### config.mk
export PLATFORM = sky130hd
export DESIGN_NAME = thick_line_rasterizer_core
export DESIGN_NICKNAME = d
export VERILOG_FILES = /design/src/hw/rtl/tlr_pkg.sv /design/src/hw/rtl/thick_line_rasterizer_core.sv
export SDC_FILE = /design/constraint.sdc
export NUM_CORES = 2
export LEC_CHECK = 0
export ABC_AREA = 1
export BUFFER_PORTS_ARGS = -buffer_cell sky130_fd_sc_hd__buf_4
export CAP_MARGIN = 5
export CORE_MARGIN = 2
export CORE_UTILIZATION = 30
export DETAILED_ROUTE_END_ITERATION = 16
export PLACE_DENSITY = 0.57
export SETUP_SLACK_MARGIN = 0.02
export SYNTH_ARGS = -nofsm -noshare
export SYNTH_HDL_FRONTEND = slang
export SYNTH_SLANG_ARGS = --single-unit
### constraint.sdc
create_clock -name clk_i -period 14.8 [get_ports clk_i]
set_clock_uncertainty 0.05 [all_clocks]
set_input_delay 2.96 -clock clk_i [delete_from_list [all_inputs] [get_ports clk_i]]
set_output_delay 2.96 -clock clk_i [all_outputs]
set_load 0.02 [all_outputs]
### src/hw/rtl/tlr_pkg.sv
// Package for the thick line rasterizer.
// Field widths, register map and limits; no dependencies.
`timescale 1ns / 1ps
`default_nettype none
package tlr_pkg;
  localparam int unsigned CoordW    = 16;
  localparam int unsigned ThickW    = 6;
  localparam int unsigned ColorW    = 24;
  localparam int unsigned InDataW   = 96;
  localparam int unsigned OutDataW  = 56;
  localparam int unsigned CfgAddrW  = 3;
  localparam logic [CfgAddrW-1:0] RegBrushMode = 3'd0;
  localparam logic ModeLoad = 1'b0;
  localparam logic ModeStep = 1'b1;
  localparam int unsigned MulAW = 34;
  localparam int unsigned MulBW = 27;
  localparam int unsigned MulPW = MulAW + MulBW;
  localparam int unsigned QuotW = 11;
endpackage
`default_nettype wire

### src/hw/rtl/thick_line_rasterizer_core.sv
// Thick line rasterizer top level.
// Depends on tlr_pkg.
// A load stalls the input while the first strand offsets are computed.
// Each step item of a loaded line yields one pixel, which shows in the cycle after
// it is taken; the step that ends a strand starts a new offset search, run on
// one shared 34x27 multiplier.
// Reset (rst_ni low, async) clears control state: no line loaded, brush_mode 0.
`timescale 1ns / 1ps
`default_nettype none
module thick_line_rasterizer_core (
  input  wire logic                          clk_i,
  input  wire logic                          rst_ni,
  input  wire logic                          s_axis_tvalid_i,
  output logic                               s_axis_tready_o,
  // x_start, y_start, x_end, y_end, thickness, color, zero pad
  input  wire logic [tlr_pkg::InDataW-1:0]   s_axis_tdata_i,
  // mode
  input  wire logic                          s_axis_tuser_i,
  output logic                               m_axis_tvalid_o,
  input  wire logic                          m_axis_tready_i,
  // pixel_x, pixel_y, pixel_color
  output logic [tlr_pkg::OutDataW-1:0]       m_axis_tdata_o,
  output logic                               m_axis_tlast_o,
  input  wire logic                          psel,
  input  wire logic                          penable,
  input  wire logic                          pwrite,
  input  wire logic [tlr_pkg::CfgAddrW-1:0]  paddr,
  input  wire logic [31:0]                   pwdata,
  output logic [31:0]                        prdata,
  output logic                               pready
);
  import tlr_pkg::*;

  typedef enum logic [3:0] {
    S_RUN, S_L2X, S_L2Y, S_L2S, S_NM, S_AXA, S_AXSQ, S_LIM, S_BITSQ, S_BITL2, S_BITCMP
  } state_e;

  state_e state_q;
  logic brush_mode_q, brush_q, busy_q, axis_q;
  logic signed [CoordW-1:0] org_x_q, org_y_q, pos_x_q, pos_y_q, off_x_q, off_y_q;
  logic signed [CoordW:0] dx_q, dy_q;
  logic [CoordW-1:0] ax_q, ay_q, len_q, step_q;
  logic [CoordW:0] err_x_q, err_y_q;
  logic [ThickW-1:0] thick_q, row_q, col_q;
  logic [ColorW-1:0] color_q;
  logic signed [6:0] strand_q;
  logic [MulAW-1:0] l2_q;
  logic [10:0] n_q;
  logic [53:0] lim_q;
  logic [QuotW-1:0] quot_q;
  logic [3:0] bit_q;
  logic [MulPW-1:0] p_q;
  logic m_valid_q, m_last_q;
  logic [OutDataW-1:0] m_data_q;

  logic [MulAW-1:0] mul_a;
  logic [MulBW-1:0] mul_b;
  logic [MulPW-1:0] mul_p;
  logic s_acc, cfg_wr, last_pix, strand_end, fit;
  logic [4:0] half, abs_i;
  logic [5:0] mfac;
  logic [QuotW-1:0] trial, quot_new;
  logic [11:0] cval;
  logic [CoordW-1:0] abs_d;
  logic signed [CoordW:0] dx_n, dy_n;
  logic signed [CoordW-1:0] xs, ys, xe, ye;
  logic [ThickW-1:0] t_in;
  logic [CoordW:0] ex_sum, ey_sum;
  logic [QuotW-1:0] quot_neg;

  assign pready = 1'b1;
  assign cfg_wr = psel && penable && pwrite && (paddr == RegBrushMode);
  assign prdata = (paddr == RegBrushMode) ? {31'd0, brush_mode_q} : 32'd0;

  assign s_axis_tready_o = (state_q == S_RUN) && (!m_valid_q || m_axis_tready_i);
  assign s_acc = s_axis_tvalid_i && s_axis_tready_o;
  assign m_axis_tvalid_o = m_valid_q;
  assign m_axis_tdata_o = m_data_q;
  assign m_axis_tlast_o = m_last_q;

  assign xs = s_axis_tdata_i[15:0];
  assign ys = s_axis_tdata_i[31:16];
  assign xe = s_axis_tdata_i[47:32];
  assign ye = s_axis_tdata_i[63:48];
  assign t_in = s_axis_tdata_i[69:64];
  assign dx_n = 17'(signed'({xe[CoordW-1], xe}) - signed'({xs[CoordW-1], xs}));
  assign dy_n = 17'(signed'({ye[CoordW-1], ye}) - signed'({ys[CoordW-1], ys}));

  assign half = thick_q[ThickW-1:1];
  assign abs_i = strand_q[6] ? 5'(-strand_q) : strand_q[4:0];
  assign mfac = brush_q ? thick_q : 6'd1;
  assign abs_d = axis_q ? ax_q : ay_q;
  assign trial = quot_q | (11'd1 << bit_q);
  assign cval = brush_q ? {trial, 1'b0} : {1'b0, trial};
  assign fit = (p_q[57:0] <= {4'd0, lim_q}) && (l2_q != '0);
  assign quot_new = fit ? trial : quot_q;
  assign quot_neg = 11'(-quot_new);

  assign strand_end = step_q >= len_q;
  assign last_pix = (strand_q >= signed'({2'b00, half})) && strand_end &&
                    (!brush_q || ((7'(row_q) + 7'd1 == 7'(thick_q)) &&
                                  (7'(col_q) + 7'd1 == 7'(thick_q))));
  assign ex_sum = err_x_q + {1'b0, ax_q};
  assign ey_sum = err_y_q + {1'b0, ay_q};

  always_comb begin
    mul_a = '0;
    mul_b = '0;
    case (state_q)
      S_L2X: begin
        mul_a = 34'(ax_q);
        mul_b = 27'(ax_q);
      end
      S_L2Y: begin
        mul_a = 34'(ay_q);
        mul_b = 27'(ay_q);
      end
      S_L2S: begin
        mul_a = 34'(abs_i);
        mul_b = 27'(mfac);
      end
      S_AXA: begin
        mul_a = 34'(abs_d);
        mul_b = 27'(n_q);
      end
      S_AXSQ: begin
        mul_a = 34'(p_q[26:0]);
        mul_b = p_q[26:0];
      end
      S_BITSQ: begin
        mul_a = 34'(cval);
        mul_b = 27'(cval);
      end
      S_BITL2: begin
        mul_a = l2_q;
        mul_b = 27'(p_q[23:0]);
      end
      default: begin
        mul_a = '0;
        mul_b = '0;
      end
    endcase
  end

  assign mul_p = MulPW'(mul_a) * MulPW'(mul_b);

  always_ff @(posedge clk_i or negedge rst_ni) begin
    if (!rst_ni) begin
      state_q <= S_RUN;
      brush_mode_q <= 1'b0;
      busy_q <= 1'b0;
      m_valid_q <= 1'b0;
    end else begin
      if (cfg_wr) begin
        brush_mode_q <= pwdata[0];
      end
      if (m_valid_q && m_axis_tready_i) begin
        m_valid_q <= 1'b0;
      end
      p_q <= mul_p;
      case (state_q)
        S_RUN: begin
          if (s_acc && s_axis_tuser_i == ModeLoad) begin
            org_x_q <= xs;
            org_y_q <= ys;
            pos_x_q <= xs;
            pos_y_q <= ys;
            dx_q <= dx_n;
            dy_q <= dy_n;
            ax_q <= dx_n[CoordW] ? 16'(-dx_n) : dx_n[CoordW-1:0];
            ay_q <= dy_n[CoordW] ? 16'(-dy_n) : dy_n[CoordW-1:0];
            len_q <= ((dx_n[CoordW] ? 16'(-dx_n) : dx_n[CoordW-1:0]) >
                      (dy_n[CoordW] ? 16'(-dy_n) : dy_n[CoordW-1:0])) ?
                     (dx_n[CoordW] ? 16'(-dx_n) : dx_n[CoordW-1:0]) :
                     (dy_n[CoordW] ? 16'(-dy_n) : dy_n[CoordW-1:0]);
            thick_q <= t_in;
            color_q <= s_axis_tdata_i[93:70];
            brush_q <= brush_mode_q;
            strand_q <= 7'(-signed'({2'b00, t_in[ThickW-1:1]}));
            busy_q <= !(brush_mode_q && t_in == '0);
            step_q <= '0;
            err_x_q <= '0;
            err_y_q <= '0;
            row_q <= '0;
            col_q <= '0;
            state_q <= S_L2X;
          end else if (s_acc && busy_q) begin
            m_valid_q <= 1'b1;
            m_last_q <= last_pix;
            m_data_q <= {color_q,
                         16'(pos_y_q + off_y_q + signed'({10'd0, row_q})),
                         16'(pos_x_q + off_x_q + signed'({10'd0, col_q}))};
            if (brush_q && (7'(col_q) + 7'd1 < 7'(thick_q))) begin
              col_q <= col_q + 6'd1;
            end else if (brush_q && (7'(row_q) + 7'd1 < 7'(thick_q))) begin
              col_q <= '0;
              row_q <= row_q + 6'd1;
            end else begin
              col_q <= '0;
              row_q <= '0;
              if (strand_end) begin
                if (strand_q >= signed'({2'b00, half})) begin
                  busy_q <= 1'b0;
                end else begin
                  strand_q <= strand_q + 7'sd1;
                  pos_x_q <= org_x_q;
                  pos_y_q <= org_y_q;
                  step_q <= '0;
                  err_x_q <= '0;
                  err_y_q <= '0;
                  state_q <= S_L2X;
                end
              end else begin
                step_q <= step_q + 16'd1;
                if (ex_sum >= {1'b0, len_q}) begin
                  err_x_q <= ex_sum - {1'b0, len_q};
                  pos_x_q <= dx_q > 0 ? pos_x_q + 16'sd1 : pos_x_q - 16'sd1;
                end else begin
                  err_x_q <= ex_sum;
                end
                if (ey_sum >= {1'b0, len_q}) begin
                  err_y_q <= ey_sum - {1'b0, len_q};
                  pos_y_q <= dy_q > 0 ? pos_y_q + 16'sd1 : pos_y_q - 16'sd1;
                end else begin
                  err_y_q <= ey_sum;
                end
              end
            end
          end
        end
        S_L2X: state_q <= S_L2Y;
        S_L2Y: begin
          l2_q <= p_q[MulAW-1:0];
          state_q <= S_L2S;
        end
        S_L2S: begin
          l2_q <= l2_q + p_q[MulAW-1:0];
          axis_q <= 1'b0;
          state_q <= S_NM;
        end
        S_NM: begin
          n_q <= p_q[10:0];
          state_q <= S_AXA;
        end
        S_AXA: state_q <= S_AXSQ;
        S_AXSQ: state_q <= S_LIM;
        S_LIM: begin
          lim_q <= p_q[53:0];
          quot_q <= '0;
          bit_q <= 4'd10;
          state_q <= S_BITSQ;
        end
        S_BITSQ: state_q <= S_BITL2;
        S_BITL2: state_q <= S_BITCMP;
        S_BITCMP: begin
          quot_q <= quot_new;
          if (bit_q == 4'd0) begin
            if (!axis_q) begin
              off_x_q <= ((dy_q < 0) == (strand_q < 0)) ?
                         16'(signed'(quot_neg)) : 16'(quot_new);
              axis_q <= 1'b1;
              state_q <= S_AXA;
            end else begin
              off_y_q <= ((dx_q < 0) != (strand_q < 0)) ?
                         16'(signed'(quot_neg)) : 16'(quot_new);
              state_q <= S_RUN;
            end
          end else begin
            bit_q <= bit_q - 4'd1;
            state_q <= S_BITSQ;
          end
        end
        default: state_q <= S_RUN;
      endcase
    end
  end
endmodule
`default_nettype wire

Word level (Yosys, flattened, before mapping) --
Index checks and enable logic that the tools add are counted.
Cells by class: mux-type cells 81, shift operators 1, bitwise gates (word level) 4, add/sub/neg operators 27, multipliers 1, reductions and logical operators 51, magnitude comparators 13, eq/ne operators 25
Operators with widths (count):
- $mux W16 | 25
- $pmux W34 S7 | 1
- $pmux W27 S7 | 1
- $mux W17 | 11
- $pmux W34 S2 | 1
- $le A58 B54 Y1 | 1
- $mul A34 B27 Y58 | 1
- $pmux W4 S11 | 1
- $mux W7 | 6
- $mux W6 | 6
- $add A17 B16 Y17 | 2
- $add A34 B34 Y34 | 1
- $ge A17 B16 Y1 | 2
- $gt A17 B1 Y1 const B | 2
- $lt A17 B1 Y1 const B | 2
- $reduce_bool A34 Y1 | 1
- $sub A16 B16 Y17 | 2
- $sub A17 B16 Y17 | 2
- $mux W11 | 3
- $add A16 B12 Y16 | 2
- $add A16 B2 Y16 const B | 2
- $add A16 B7 Y16 | 2
- $mux W4 | 8
- $neg A16 Y16 | 2
- other kinds (50) | 116
Storage, ports and cells: register bits after elaboration 507, output and inout port bits 92, logic and storage cells 238, bits of input ports 139

Longest topological paths before layout --
depth in word-level cells 8, mapped depth 41, gate-level depth less buffers 40

Worst setup path before layout --
No wires, ideal clock.
path kind input -> register, from input m_axis_tready_i, to register ax_q[10], enable pin, required time 14102 ps, buffers on the path 1, stages 7, setup slack 4172 ps, setup time 648 ps, arrival time 9930 ps, path through nor2_1 nor2_1 nand2_1 nor2_2 inv_2 clkbuf_1 nor2_1
Between the ends: cells in the longest elaborated chain, start to end 5
RTL lines:
- start: declaration | line thick_line_rasterizer_core.sv:20 | input wire logic m_axis_tready_i,
- $logic_or A1 B1 Y1 | line thick_line_rasterizer_core.sv:75 | assign s_axis_tready_o = (state_q == S_RUN) && (!m_valid_q || m_axis_tready_i);
- $logic_and A1 B1 Y1 | line thick_line_rasterizer_core.sv:75
- named net s_axis_tready_o | line thick_line_rasterizer_core.sv:14 | output logic s_axis_tready_o,
- $logic_and A1 B1 Y1 | line thick_line_rasterizer_core.sv:76 | assign s_acc = s_axis_tvalid_i && s_axis_tready_o;
- $logic_and A1 B1 Y1 | line thick_line_rasterizer_core.sv:163 | if (s_acc && s_axis_tuser_i == ModeLoad) begin
- $reduce_and A3 Y1 (no source line)
- end signal: assignment | line thick_line_rasterizer_core.sv:170 | ax_q <= dx_n[CoordW] ? 16'(-dx_n) : dx_n[CoordW-1:0];
- end: declaration | line thick_line_rasterizer_core.sv:42 | logic [CoordW-1:0] ax_q, ay_q, len_q, step_q;
The timed path passes the listed nets, and every way through them passes these cells. A chain may end at the register's enable or synchronous reset.

Worst setup path after layout --
from register state_q[1], to register p_q[56], data pin
Between the ends: cells in the longest elaborated chain, start to end 3, elaborated cells on any way between the ends 10, classes of those cells mul: 1; eq/ne: 7; mux: 2
RTL lines:
- start: declaration | line thick_line_rasterizer_core.sv:38 | state_e state_q;
- start signal: assignment | line thick_line_rasterizer_core.sv:149 | state_q <= S_RUN;
- start signal: assignment | line thick_line_rasterizer_core.sv:186 | state_q <= S_L2X;
- start signal: assignment | line thick_line_rasterizer_core.sv:211 | state_q <= S_L2X;
- $eq A4 B4 Y1, or another cell as far along | line thick_line_rasterizer_core.sv:109 | case (state_q)
- $pmux W34 S7 / $pmux W27 S7 (equally long branches) | line thick_line_rasterizer_core.sv:109
- $mul A34 B27 Y58 (*) | line thick_line_rasterizer_core.sv:145 | assign mul_p = MulPW'(mul_a) * MulPW'(mul_b);
- named net mul_p[56] | line thick_line_rasterizer_core.sv:58 | logic [MulPW-1:0] mul_p;
- end signal: assignment | line thick_line_rasterizer_core.sv:160 | p_q <= mul_p;
- end: declaration | line thick_line_rasterizer_core.sv:52 | logic [MulPW-1:0] p_q;
The timed path passes the listed nets; every way through them passes the cells marked *.

==> results_dict.tcl <==
set metrics [dict create \
    grt_pass1_wl_mm 284.8 \
    dieArea_um2 209600 \
    ir_drop_uv 364.1 \
    post-route-min-period_ps 9956 \
    crit_type "flip-flop to flip-flop" \
    cts_setup_buffers 0 \
    worst-path-buf-inv 13 \
    holdPathStages 0 \
    final_nets 8790 \
    cts_buffers 67 \
    endpoint_kind "flip-flop" \
    cp.arrival_ps 10280 \
    hold_buffers 0 \
    p_switching_w 0.007379 \
    wl_per_cell_um 18.27 \
    worstHoldStart "color_q[8]" \
    hold_viol_final 0 \
    drtAntennaViolNets 0 \
    power_frac_comb_pct 70.5 \
    critPathMaxFanout 25 \
    cts_sinks 505 \
    p_seq_share_pct 16.6 \
    syn_area_per_cell_um2 8.583 \
    ys_types 74 \
    htreeDepth 3 \
    slowest_delay_ps 560 \
    die_w_um 457.8 \
    synth-main-ff-cell "edfxtp_1" \
    fin_tns_setup_ps 0 \
    async_flop_share_pct 1.386 \
    final_area_um2 68630 \
    fmax_mhz 100.4 \
    gp_congestion 0.9246 \
    dp_hpwl_mm 145.4 \
    syn2layout_area_growth_pct 11.08 \
    worst_r2r_path_depth 35 \
    syn_inst 7199 \
    drive_above_1_share_pct 6.246 \
    p_int_w 0.006379 \
    ys_ff_latch 505 \
    ys_seq_area_share_pct 24.49 \
    power_density_nw_per_um2 200.4 \
    dr.pass1.iters 6 \
    synth.yosys.warnings 0 \
    num_io_pins 231 \
    synth_edf_count 498 \
    clk_pin_slew_ps 60 \
    rows 166 \
    gr-total-overflow 0 \
    switching_share_pct 53.63 \
    r2r-end "p_q[56]" \
    rsz0062_at_grt "no" \
    drt_iter0_markers 3769 \
    fp.dieH_um 457.8 \
    r2r_slack_ps 4840 \
    cp-start-kind "flip-flop" \
    drt-total-wl_mm 184.0 \
    cts_resized 0 \
    clk_latency_ps 670 \
    place_area_um2 66220 \
    hold_path_class "flip-flop to flip-flop" \
    setup_viol 0 \
    min_to "m_axis_tdata_o[40]" \
    cp.required_ps 15130 \
    clock_path_buffers 3 \
    p_leak_nw 33.53 \
    drc 0 \
    port_buffers 165 \
    syn_area_um2 61790 \
    fp.coreArea_um2 204600 \
    slew_violations 0 \
    max_slew.worst_pin.slew_ps 1269 \
    num_vias 48170 \
    grtUsageTotal_pct 17.49 \
    worst_path_max_delay_cell "fa_1" \
    cts_root_buf "clkbuf_16" \
    fin_crit_sh_pct 67.27 \
    cap_viol_max_count 0 \
    crit_family "adder cells" \
    initial_core_util_pct 30.20 \
    grt_pass1_vias 49210 \
    cts_tree "built" \
    vias_per_cell 4.782 \
    antenna_found_initial 4 \
    r2r_start "state_q[1]" \
    status "finished clean" \
    slew_headroom_pct 15.12 \
    p_clk_share_pct 12.9 \
    grt_max_degree 85 \
]
power groups by stage:
stage                     combinational, W  sequential [W]  clock, W
final                              0.00969         0.00229   0.00178
after global routing                0.0110         0.00230   0.00187
after CTS                          0.00968         0.00228   0.00182
after detailed placement           0.00960         0.00231         0
after global placement             0.00949         0.00230         0
after floorplan                    0.00666         0.00223         0
synth_stat cells (16+ instances only):
cell | number | share of area, %
o22ai_1 | 17 | 0.17
clkbuf_1 | 123 | 0.75
o21ai_0 | 195 | 1.6
nor4_1 | 28 | 0.28
o211ai_1 | 34 | 0.41
inv_1 | 1638 | 10
xnor2_1 | 99 | 1.4
nor2_1 | 434 | 2.6
fa_1 | 820 | 27
a21oi_1 | 331 | 2.7
nand3_1 | 170 | 1.4
a211oi_1 | 16 | 0.19
inv_2 | 48 | 0.29
buf_4 | 34 | 0.41
a21o_1 | 16 | 0.19
nand2_1 | 1591 | 9.7
o21ai_1 | 74 | 0.60
xor2_1 | 167 | 2.4
nand4_1 | 42 | 0.43
a31oi_1 | 31 | 0.31
buf_2 | 59 | 0.48
edfxtp_1 | 498 | 24
ha_1 | 500 | 10
nor3_1 | 47 | 0.38
metal layers:
| metal | track usage [%] | vias to the layer above | part of all wire [%] |
|---|---|---|---|
| met5 | 0 | - | 0 |
| met4 | 4.641 | 0 | 2.7 |
| met3 | 2.655 | 260 | 6.5 |
| met2 | 28.81 | 1462 | 47 |
| met1 | 23.88 | 23960 | 44 |
| li1 | - | 22480 | - |
layout by cell type, fill, tap and decap left out, types with 10 or more instances in the layout:
cell type / n
o21a_1: 15
bufinv_16: 13
o22ai_1: 15
clkinv_1: 14
conb_1: 47
o21ai_1: 69
inv_2: 49
clkbuf_16: 67
a211oi_1: 16
buf_4: 240
a21o_1: 16
ha_1: 500
clkbuf_1: 10
a31oi_1: 31
o21ai_0: 195
nor2_1: 417
nand3b_1: 12
xnor2_1: 99
nor4_1: 26
nor2_2: 21
inv_1: 1637
edfxtp_1: 498
fa_1: 820
o211ai_1: 34
xor2_1: 167
nand4_1: 42
nand2_1: 1591
o21bai_1: 15
a21oi_1: 329
nor3_1: 45
nand3_1: 170
registers in the layout, indices dropped and copies added, names as in the netlist, 12 cells and up:
register / count
p_q: 58
m_axis_tdata_o: 56
lim_q: 54
l2_q: 34
color_q: 24
dx_q: 17
dy_q: 17
err_x_q: 17
err_y_q: 17
len_q: 16
org_x_q: 16
org_y_q: 16
pos_x_q: 16
pos_y_q: 16
step_q: 16
ax_q: 15
ay_q: 15
off_x_q: 12
off_y_q: 12
cell type report:
cell class / count / area [um2]
clock buffer: 77 / 1714
inverter: 1693 / 6357
multi-input combinational: 4823 / 39570
timing repair buffer: 241 / 1815
antenna: 3 / 7.507
tap: 2688 / 3363
clock inverter: 42 / 675.6
sequential: 505 / 15130
fill: 21040 / 135900
metrics by stage:
step | instances | hold slack (ps) | util [%] | worst slack, ps | power (W)
3_5_place_dp | 9949 | 354.5 | 32.37 | 4831 | 0.01191
6_report | 10070 | 366.2 | 33.55 | 4844 | 0.01376
3_3_place_gp | 9949 | 351.5 | 32.37 | 4888 | 0.01180
2_1_floorplan | 7244 | 350.3 | - | 4172 | 0.008889
4_1_cts | 10070 | 368.1 | 33.54 | 4727 | 0.01377
5_1_grt | 10070 | 374.2 | 33.55 | 4353 | 0.01513
kinds of logic after synthesis:
kind of cell	share of synthesized area [%]
and+or+nand+nor	15.42
DFF	24.49
adders and majority gates	36.69
buffers and inverters	11.99
xor gates and xnor gates	3.815
other	0.01215
AOI/OAI and AO/OA	7.585
worst max path at each step:
stage / from / cells after the start / slack (ps) / end
floorplan: m_axis_tready_i / 7 / 4170 / ax_q[10]
global placement: axis_q / 27 / 4890 / p_q[55]
detailed placement: axis_q / 29 / 4830 / p_q[56]
CTS: axis_q / 29 / 4730 / p_q[56]
global route: state_q[1] / 35 / 4350 / p_q[56]
finish: state_q[1] / 35 / 4840 / p_q[56]
(Power assumes the default switching activity.)
